### src/rtl/u8sd_pkg.sv
package u8sd_pkg;

  // Result status codes
  typedef enum logic [1:0] {
    ST_OK         = 2'd0,
    ST_INCOMPLETE = 2'd1,
    ST_BAD        = 2'd2,
    ST_RANGE      = 2'd3
  } status_t;

  // Configuration register indexes
  typedef enum logic [0:0] {
    REG_UTF16_OUTPUT = 1'b0,
    REG_STRIP_BOM    = 1'b1
  } cfg_reg_t;

  localparam int CodeW      = 31;
  localparam int LenW       = 3;
  localparam int QueueDepth = 4;
  localparam int QPtrW      = 2;
  localparam int QCountW    = 3;

  localparam logic [CodeW-1:0] BOM_CODE   = 31'h0000_feff;
  localparam logic [CodeW-1:0] UNI_MAX    = 31'h0010_ffff;
  localparam logic [CodeW-1:0] SUPP_BASE  = 31'h0001_0000;
  localparam logic [5:0]       HI_SURR_TAG = 6'b110110;
  localparam logic [5:0]       LO_SURR_TAG = 6'b110111;

  typedef struct packed {
    logic [7:0] data_byte;
    logic       string_end;
  } in_t;

  typedef struct packed {
    logic [CodeW-1:0] code_value;
    status_t          status;
    logic [LenW-1:0]  seq_bytes;
    logic             last_of_run;
  } out_t;

  typedef struct packed {
    logic utf16_output;
    logic strip_bom;
  } cfg_t;

  // Up to two results produced by one byte
  typedef struct packed {
    out_t       first;
    out_t       second;
    logic [1:0] count;
  } dec_res_t;

endpackage

### src/rtl/u8sd_decode.sv
module u8sd_decode (
  input  logic              clk,
  input  logic              rst,
  input  u8sd_pkg::in_t     item,
  input  logic              fire,
  input  u8sd_pkg::cfg_t    cfg,
  output u8sd_pkg::dec_res_t res
);
  import u8sd_pkg::*;

  logic [CodeW-1:0] partial_code;
  logic [LenW-1:0]  bytes_owed;
  logic [LenW-1:0]  seq_length;
  logic             error_latched;
  logic             at_string_start;

  logic [CodeW-1:0] partial_code_next;
  logic [LenW-1:0]  bytes_owed_next;
  logic [LenW-1:0]  seq_length_next;
  logic             error_latched_next;
  logic             at_string_start_next;

  logic [CodeW-1:0] code_val;
  logic [LenW-1:0]  char_len;
  logic             done;
  status_t          err;
  logic [20:0]      sur_off;
  logic [7:0]       b;

  assign b       = item.data_byte;
  assign sur_off = code_val[20:0] - SUPP_BASE[20:0];

  // Decode one byte against the sequence state and form its results.
  always_comb begin
    partial_code_next    = partial_code;
    bytes_owed_next      = bytes_owed;
    seq_length_next      = seq_length;
    error_latched_next   = error_latched;
    at_string_start_next = at_string_start;
    code_val             = partial_code;
    char_len             = seq_length;
    done                 = 1'b0;
    err                  = ST_OK;
    res                  = '0;

    if (!error_latched) begin
      if (bytes_owed == '0) begin
        // Lead byte: its prefix gives the sequence length.
        if (b[7] == 1'b0) begin
          partial_code_next = {23'd0, b};
          seq_length_next   = 3'd1;
          done              = 1'b1;
        end else if (b[7:5] == 3'b110) begin
          partial_code_next = {26'd0, b[4:0]};
          bytes_owed_next   = 3'd1;
          seq_length_next   = 3'd2;
        end else if (b[7:4] == 4'b1110) begin
          partial_code_next = {27'd0, b[3:0]};
          bytes_owed_next   = 3'd2;
          seq_length_next   = 3'd3;
        end else if (b[7:3] == 5'b11110) begin
          partial_code_next = {28'd0, b[2:0]};
          bytes_owed_next   = 3'd3;
          seq_length_next   = 3'd4;
        end else if (b[7:2] == 6'b111110) begin
          partial_code_next = {29'd0, b[1:0]};
          bytes_owed_next   = 3'd4;
          seq_length_next   = 3'd5;
        end else if (b[7:1] == 7'b1111110) begin
          partial_code_next = {30'd0, b[0]};
          bytes_owed_next   = 3'd5;
          seq_length_next   = 3'd6;
        end else begin
          err = ST_BAD;
        end
      end else if (b[7:6] != 2'b10) begin
        err = ST_BAD;
      end else begin
        // Continuation byte: shift in six more bits.
        partial_code_next = {partial_code[24:0], b[5:0]};
        bytes_owed_next   = bytes_owed - 3'd1;
        done              = (bytes_owed == 3'd1);
      end

      if (err == ST_OK && !done && item.string_end && bytes_owed_next != '0) begin
        err = ST_INCOMPLETE;
      end

      if (err == ST_OK && done) begin
        code_val             = partial_code_next;
        char_len             = seq_length_next;
        at_string_start_next = 1'b0;
        partial_code_next    = '0;
        seq_length_next      = '0;
        if (at_string_start && cfg.strip_bom && code_val == BOM_CODE) begin
          res.count = 2'd0;
        end else if (!cfg.utf16_output) begin
          res.first = '{code_value: code_val, status: ST_OK, seq_bytes: char_len,
                        last_of_run: 1'b1};
          res.count = 2'd1;
        end else if (code_val > UNI_MAX) begin
          err = ST_RANGE;
        end else if (code_val >= SUPP_BASE) begin
          // Surrogate pair: high word then low word.
          res.first  = '{code_value: {15'd0, HI_SURR_TAG, sur_off[19:10]},
                         status: ST_OK, seq_bytes: char_len, last_of_run: 1'b0};
          res.second = '{code_value: {15'd0, LO_SURR_TAG, sur_off[9:0]},
                         status: ST_OK, seq_bytes: char_len, last_of_run: 1'b1};
          res.count  = 2'd2;
        end else begin
          res.first = '{code_value: code_val, status: ST_OK, seq_bytes: char_len,
                        last_of_run: 1'b1};
          res.count = 2'd1;
        end
      end

      // The first error of a string gives one result and latches.
      if (err != ST_OK) begin
        res.first = '{code_value: '0, status: err, seq_bytes: '0, last_of_run: 1'b1};
        res.second             = '0;
        res.count              = 2'd1;
        error_latched_next     = 1'b1;
        partial_code_next      = '0;
        bytes_owed_next        = '0;
        seq_length_next        = '0;
        at_string_start_next   = 1'b0;
      end
    end

    // Every string end returns to the start state.
    if (item.string_end) begin
      partial_code_next    = '0;
      bytes_owed_next      = '0;
      seq_length_next      = '0;
      error_latched_next   = 1'b0;
      at_string_start_next = 1'b1;
    end
  end

  // Sequence state advances once per decoded byte.
  always_ff @(posedge clk) begin
    if (rst) begin
      partial_code    <= '0;
      bytes_owed      <= '0;
      seq_length      <= '0;
      error_latched   <= 1'b0;
      at_string_start <= 1'b1;
    end else if (fire) begin
      partial_code    <= partial_code_next;
      bytes_owed      <= bytes_owed_next;
      seq_length      <= seq_length_next;
      error_latched   <= error_latched_next;
      at_string_start <= at_string_start_next;
    end
  end

endmodule

### src/rtl/u8sd_out_queue.sv
module u8sd_out_queue (
  input  logic               clk,
  input  logic               rst,
  input  logic               push,
  input  u8sd_pkg::dec_res_t res,
  output logic               room,
  output logic               valid,
  input  logic               ready,
  output u8sd_pkg::out_t     head
);
  import u8sd_pkg::*;

  out_t               entries [QueueDepth];
  logic [QPtrW-1:0]   wr_ptr;
  logic [QPtrW-1:0]   rd_ptr;
  logic [QCountW-1:0] count;
  logic [1:0]         push_n;
  logic               pop;

  assign push_n = push ? res.count : 2'd0;
  assign pop    = valid && ready;
  assign valid  = (count != '0);
  assign head   = entries[rd_ptr];
  // Room for a surrogate pair is required before a byte is decoded.
  assign room   = (count <= QCountW'(QueueDepth - 2));

  // Result storage: up to two entries written per cycle.
  always_ff @(posedge clk) begin
    if (push_n != 2'd0) begin
      entries[wr_ptr] <= res.first;
    end
    if (push_n == 2'd2) begin
      entries[wr_ptr + QPtrW'(1)] <= res.second;
    end
  end

  // Pointers and fill level.
  always_ff @(posedge clk) begin
    if (rst) begin
      wr_ptr <= '0;
      rd_ptr <= '0;
      count  <= '0;
    end else begin
      wr_ptr <= wr_ptr + QPtrW'(push_n);
      if (pop) begin
        rd_ptr <= rd_ptr + QPtrW'(1);
      end
      count <= count + QCountW'(push_n) - QCountW'(pop);
    end
  end

endmodule

### src/rtl/utf8_stream_decoder_core.sv
// A byte transfer is held in the input register and decoded from there once the result
// queue has room; its results are registered in the queue, from which they are offered.
// Throughput: one byte per cycle; a surrogate pair takes two transfers on the result port,
// and the four-entry result queue stalls byte input once it is nearly full.
// Reset (synchronous): clears both registers, the sequence state and the queue.
module utf8_stream_decoder_core (
  input  logic           clk,
  input  logic           rst,
  input  logic           byte_valid,
  output logic           byte_ready,
  input  u8sd_pkg::in_t  byte_data,
  output logic           char_valid,
  input  logic           char_ready,
  output u8sd_pkg::out_t char_data,
  input  logic           cfg_valid,
  output logic           cfg_ready,
  input  logic [0:0]     cfg_index,
  input  logic           cfg_data
);
  import u8sd_pkg::*;

  cfg_t     cfg;
  in_t      in_q;
  logic     in_q_valid;
  logic     room;
  logic     fire;
  dec_res_t res;

  assign cfg_ready  = 1'b1;
  assign fire       = in_q_valid && room;
  assign byte_ready = !in_q_valid || fire;

  // Configuration registers.
  always_ff @(posedge clk) begin
    if (rst) begin
      cfg <= '0;
    end else if (cfg_valid && cfg_ready) begin
      case (cfg_index)
        REG_UTF16_OUTPUT: cfg.utf16_output <= cfg_data;
        REG_STRIP_BOM:    cfg.strip_bom    <= cfg_data;
        default: ;
      endcase
    end
  end

  // Input register: holds one byte until the queue can take its results.
  always_ff @(posedge clk) begin
    if (rst) begin
      in_q_valid <= 1'b0;
    end else if (byte_ready) begin
      in_q_valid <= byte_valid;
    end
  end

  always_ff @(posedge clk) begin
    if (byte_valid && byte_ready) begin
      in_q <= byte_data;
    end
  end

  // Byte decoder with its sequence state.
  u8sd_decode u_decode (
    .clk  (clk),
    .rst  (rst),
    .item (in_q),
    .fire (fire),
    .cfg  (cfg),
    .res  (res)
  );

  // Result queue towards the character port.
  u8sd_out_queue u_queue (
    .clk   (clk),
    .rst   (rst),
    .push  (fire),
    .res   (res),
    .room  (room),
    .valid (char_valid),
    .ready (char_ready),
    .head  (char_data)
  );

endmodule

### config.mk
export PLATFORM = sky130hd
export DESIGN_NAME = utf8_stream_decoder_core
export DESIGN_NICKNAME = d
export VERILOG_FILES = /design/src/rtl/u8sd_pkg.sv /design/src/rtl/u8sd_decode.sv /design/src/rtl/u8sd_out_queue.sv /design/src/rtl/utf8_stream_decoder_core.sv
export SDC_FILE = /design/constraint.sdc
export NUM_CORES = 1
export LEC_CHECK = 0
export BUFFER_PORTS_ARGS = -buffer_cell sky130_fd_sc_hd__buf_2
export CAP_MARGIN = 20
export CORE_ASPECT_RATIO = 0.75
export CORE_MARGIN = 8
export CORE_UTILIZATION = 45
export CTS_CLUSTER_SIZE = 16
export DETAILED_ROUTE_END_ITERATION = 16
export PLACE_DENSITY = 0.7
export SLEW_MARGIN = 20
export SYNTH_ARGS = -nofsm -noshare
export SYNTH_HDL_FRONTEND = slang
export SYNTH_SLANG_ARGS = --single-unit
### constraint.sdc
create_clock -name clk -period 7.5 [get_ports clk]
set_input_delay 0.375 -clock clk [delete_from_list [all_inputs] [get_ports clk]]
set_output_delay 0.375 -clock clk [all_outputs]
set_load 0.005 [all_outputs]
=== After elaboration in Yosys (flattened, before gate mapping) ===
Memories as Yosys holds them, arrays and structs flattened. A register that Yosys moved wholly into a read port is not among the register bits.
Index checks and enable logic that the tools add are counted.

* Register bits: 58
* Memory bits (writable): 148
* Output and inout port bits: 40
* Memories: 1

* $add $sub $neg: 7
* Order comparisons: 3
* Equal/unequal tests: 10
* Mux-type cells: 84
* Bitwise logic cells: 1
* Reductions and logical operators: 24

{| class="wikitable"
|+ Memories
! name !! depth !! bits a word !! rd ports !! clocked after Yosys merged registers in !! wr ports !! line !! RTL
|-
| u_queue.entries || 4 || 37 || 1 || 1 || 2 || u8sd_out_queue.sv:13 || <nowiki>out_t entries [QueueDepth];</nowiki>
|}

{| class="wikitable"
|+ Operator list
! operator !! number
|-
| 31-bit 2-to-1 mux || 13
|-
| 76-bit 2-to-1 mux || 4
|-
| 37-bit 2-to-1 mux || 3
|-
| 74-bit 2-to-1 mux || 1
|-
| 3-bit 2-to-1 mux || 23
|-
| 2-bit 2-to-1 mux || 22
|-
| 20-bit 2-to-1 mux || 2
|-
| 31-bit by 16-bit equality test with 1-bit output (second input constant) || 1
|-
| 31-bit by 17-bit >= comparator with 1-bit output (second input constant) || 1
|-
| 31-bit by 21-bit > comparator with 1-bit output (second input constant) || 1
|-
| 22-bit 2-to-1 mux || 1
|-
| 20-bit by 17-bit subtractor with 20-bit output (second input constant) || 1
|-
| 1-bit 2-to-1 mux || 15
|-
| 1-bit logical AND || 9
|-
| 3-bit nonzero test || 3
|-
| 7-bit equality test (second input constant) || 1
|-
| 6-bit equality test (second input constant) || 1
|-
| 2-bit AND reduction || 3
|-
| 5-bit equality test (second input constant) || 1
|-
| 2-bit by 1-bit adder with 2-bit output (second input constant) || 2
|-
| 4-bit equality test (second input constant) || 1
|-
| 2-bit logical NOT || 2
|-
| 2-bit inequality test (second input constant) || 2
|-
| 2-bit nonzero test || 2
|-
| other kinds (13) || 14
|}

=== Logic depth before layout (Yosys ltp) ===
* Depth in word-level cells: 31
* Gate-level depth with buffers: 19
* Depth with buffers taken out: 16

=== Modules after synthesis ===
A second synthesis with hierarchy kept.

* Cell total of the unflattened synthesis: 913
* Area total of the unflattened synthesis: 11433.5 µm²

{| class="wikitable"
|+ By module, submodules not included
! module !! times used !! cells an instance !! area an instance (µm²) !! sequential area each (µm²)
|-
| u8sd_out_queue || 1 || 414 || 7583.5 || 4624.4
|-
| u8sd_decode || 1 || 473 || 3420.8 || 780.7
|-
| utf8_stream_decoder_core || 1 || 26 || 429.2 || 330.3
|}

=== Worst setup path before layout ===
OpenSTA, ideal clock, no wires.

* Kind: reg-to-reg
* From: reg u_decode.bytes_owed[0]
* To: mem u_queue.entries[1][0] (netlist name) (enable)
* Setup time: 0.331 ns
* Data arrival time: 3.599 ns
* Required time: 7.169 ns
* Slack: 3.570 ns
* Cell stages (with the launch flop): 16
* Buffers on the path: 4
* Clock period less this slack: 3.930 ns
* Cells stage by stage: dfxtp_1 -> inv_1 -> ha_1 -> nand2b_1 -> buf_4 -> a31oi_1 -> or4_1 -> a211o_1 -> or4_4 -> or3_1 -> buf_2 -> and3_4 -> buf_6 -> nor2_4 -> buf_6 -> inv_1

{| class="wikitable"
|+ RTL lines
! element !! line !! RTL
|-
| from (decl) || u8sd_decode.sv:12 || <nowiki>logic [LenW-1:0] bytes_owed;</nowiki>
|-
| from (signal assigned) || u8sd_decode.sv:150 || <nowiki>bytes_owed <= bytes_owed_next;</nowiki>
|-
| to (decl) || u8sd_out_queue.sv:13 ||
|}

==> summary.txt <==
Synth
  – Synth area leaders: edfxtp_1 (25%), dfxtp_1 (25%), mux4_2 (8.3%), a22o_1 (5.6%), nor2_1 (4.2%)
  – Most used DFF post-synth: dfxtp_1
  – Distinct cells, synth: 73
  – FFs w/ async S/R, synth: 0
  – Yosys warning count: 0
  – Syn Area/Cell: 10.69 um^2
  – Post-Syn Instances: 939
  – Post-synth EDFFs: 85
  – FF+latch count, synth: 208
  – Syn Std Cell Area: 10,030 um^2
  – Most instantiated cells after synthesis: dfxtp_1 (123), nor2_1 (112), edfxtp_1 (85)
  – Post-Syn Nets: 964
  – Share of the synthesized area in the top cell type: 0.2544
  – Sequential fraction of the synthesis area: 0.4998
  – Most frequent cell after synthesis: dfxtp_1
  – Post-synth top area cell: edfxtp_1

Detailed routing
  – Post-Route WL: 28,070 um
  – Antenna viol nets, final: 0
  – Via count: 8,082
  – 1st-pass router iterations: 5
  – WL/cell: 22.19 um
  – Drt via density: 6.389
  – DRC viols: 0
  – Drt initial violations: 1,092

Layout
  – Nets: 984
  – FF+latch area: 5017 um^2
  – Layout area overhead: 10.56%
  – Fin area: 11,090 um^2
  – Area of the multi-input gates: 4668 um^2
  – Antenna cells: 0
  – Layout cells sized above 1: 0.1535
  – Filler instances: 1,974

Clocking
  – CTS H-tree depth: 1
  – Num CTS Buffers: 21
  – TritonCTS clock tree: yes
  – Cts repair resizes: 0
  – # hold bufs at CTS: 0
  – Clock-pin slew on the worst setup and hold paths: 0.06 ns
  – Clock Tree Root: clkbuf_16
  – Worst-Skew Late Latency: 0.51 ns
  – Max clock buf depth: 3
  – CTS Sinks: 208
  – Post-CTS Setup Inserts: 0

Worst setup path
  – Peak per-stage delay on the critical path: 0.67 ns
  – Reg2Reg Depth: 14
  – Arrival time at the worst endpoint: 5.51 ns
  – Worst r2r src: u_decode.bytes_owed[0]
  – Crit start category: register
  – WS Path Type: reg2reg
  – CP max-delay cell: inv_1
  – Crit path cell chain: inv_1, ha_1, nor2b_1, buf_4, o221ai_2, a2bb2o_1, a2111oi_1, o21ai_1, nor2_2, inv_2, nor2_1, a21oi_1, buf_4, inv_1
  – Reg2Reg Setup Slack: 2.12 ns
  – Reg2reg end: u_queue.entries[2][2]
  – CP required: 7.63 ns
  – CP max FO: 19
  – Crit end category: register

Floorplan
  – Die Area: 27,380 um^2
  – I/O pin cnt: 56
  – Die span in y: 145.3 um
  – CORE AREA: 21,990 um^2
  – Row Count: 47
  – Starting density of the core: 0.4562
  – Die W: 188.4 um

Timing
  – Setup WS post-layout: 2.122 ns
  – Final number of setup-violating endpoints: 0
  – Fin. max-slew vios: 0
  – Setup tns final: 0 ns
  – RSZ-0062 raised after global routing: no
  – Final hold slack: 0.04108 ns
  – Worst-Margin Slew: 1.055 ns
  – Max frequency: 185.9 MHz
  – Skew final: 0.009903 ns
  – Tmin final: 5.379 ns
  – Hold Fails Final Rpt: 0
  – Period utilization: 0.7171
  – Slew HR: 0.2915

Job
  – Maxcap violations: 0

Placement
  – Pre-CTS setup slack: 2.251 ns
  – HPWL Detailed: 19,620 um
  – DP Area: 10,460 um^2
  – Port-buffer cells: 54
  – Final GP Congestion: 0.9758

Run status
  – Outcome: complete, no violations

Min path
  – Hold Path Sink: in_q[2]
  – Worst Min Path Start: byte_data[2]
  – Hold crit path type: in2reg
  – Hold path depth: 1

GRT
  – Total GRT Usage: 0.1960
  – Vias in the first global route: 7,481
  – Largest net degree at the start of global routing: 50
  – First-pass GRT wire length: 43,580 um
  – Initial antenna violation count: 0
  – GRT Residual Overflow: 0

Power
  – Leakage power: 3.921 nW
  – PD cells: 253.1 nW/um^2
  – Power, Total: 2.807 mW
  – VDD IR max: 0.1638 mV
==> layout make-up <==
type                    instances  area share
inverters                      20    0.006767
clock inverters                 2    0.001241
repair buffers                 62     0.02978
multi-input cells             646      0.4208
clock buffers                  33     0.05594
well taps                     294     0.03316
flip-flops and latches        208      0.4523
==> metrics by stage <==
step                        util  cells
after floorplan                -    939
after global placement    0.4755   1230
after detailed placement  0.4755   1230
after CTS                 0.5044   1265
after global routing      0.5044   1265
final                     0.5044   1265
==> metal layers <==
| metal | vias up | GRT usage | part of all wire |
|---|---|---|---|
| met5 | - | 0 | 0 |
| met4 | 0 | 0.04485 | 0.023 |
| met3 | 60 | 0.05436 | 0.11 |
| met2 | 439 | 0.2776 | 0.42 |
| met1 | 3925 | 0.2914 | 0.45 |
| li1 | 3658 | - | - |
==> state kept, by name (all words and copies together), names as in the netlist, named ones only <==
signal and cells:
u_queue.entries 148, u_decode.partial_code 31, in_q 9, u_decode.bytes_owed 3, u_decode.seq_length 3, u_queue.count 3, cfg 2, u_queue.rd_ptr 2
u_queue.wr_ptr 2, in_q_valid 1, u_decode.at_string_start 1, u_decode.error_latched 1
==> cells in the final DEF, fill, tap and decap left out, types with 9 or more instances in the layout <==
cell,instances
dfxtp_1,121
inv_1,19
buf_2,54
a22o_1,64
o22ai_1,25
nand2_1,50
a22oi_1,28
and3_1,9
mux4_2,37
clkbuf_16,21
nor2_1,112
and2_1,12
edfxtp_1,85
nor3_1,14
nand3_1,26
a31oi_1,16
a21oi_1,32
o21ai_0,53
mux2i_1,18
o32ai_1,11
nor2b_1,9
==> cells by family (layout without fill, tap and decap cells) <==
| family | after synthesis | in the layout | share of synthesized area |
|---|---|---|---|
| AO/OA/AOI/OAI | 293 | 293 | 0.2088 |
| AND/OR/NAND/NOR | 279 | 279 | 0.1327 |
| flip-flops | 208 | 208 | 0.4998 |
| buffers and inverters | 85 | 117 | 0.03704 |
| multiplexers | 57 | 57 | 0.1033 |
| adder cells (fa/ha/maj) | 9 | 9 | 0.01197 |
| XOR/XNOR | 7 | 7 | 0.006111 |
| other | 1 | 1 | 0.0003738 |
==> worst max-delay path by stage <==
stage                                start                endpoint  slack (ns)  cells past startpoint
CTS                 u_decode.bytes_owed[0]   u_queue.entries[2][1]        2.25                     14
detailed placement  u_decode.bytes_owed[0]   u_queue.entries[2][2]        2.25                     14
global route        u_decode.bytes_owed[0]  u_queue.entries[0][15]        1.78                     13
floorplan           u_decode.bytes_owed[0]   u_queue.entries[1][0]        3.57                     15
finish              u_decode.bytes_owed[0]   u_queue.entries[2][2]        2.12                     14
global placement    u_decode.bytes_owed[0]   u_queue.entries[3][2]        2.46                     11
==> where the power goes <==
part	total [mW]	internal [mW]	switching [mW]
Sequential	1.28	1.23	0.0529
Combinational	0.536	0.221	0.315
Clock	0.992	0.565	0.427
Total	2.81	2.01	0.795
==> worst max-delay path: cells and delay by family, from the launching register on <==
kind / cells / cell delay, ns
fa+ha+maj: 1 / 0.29
flops: 1 / 0.36
buf+inv: 5 / 1.47
compound gates: 5 / 1.46
simple gates: 3 / 1.41
Power figures use the tool's default switching activity.
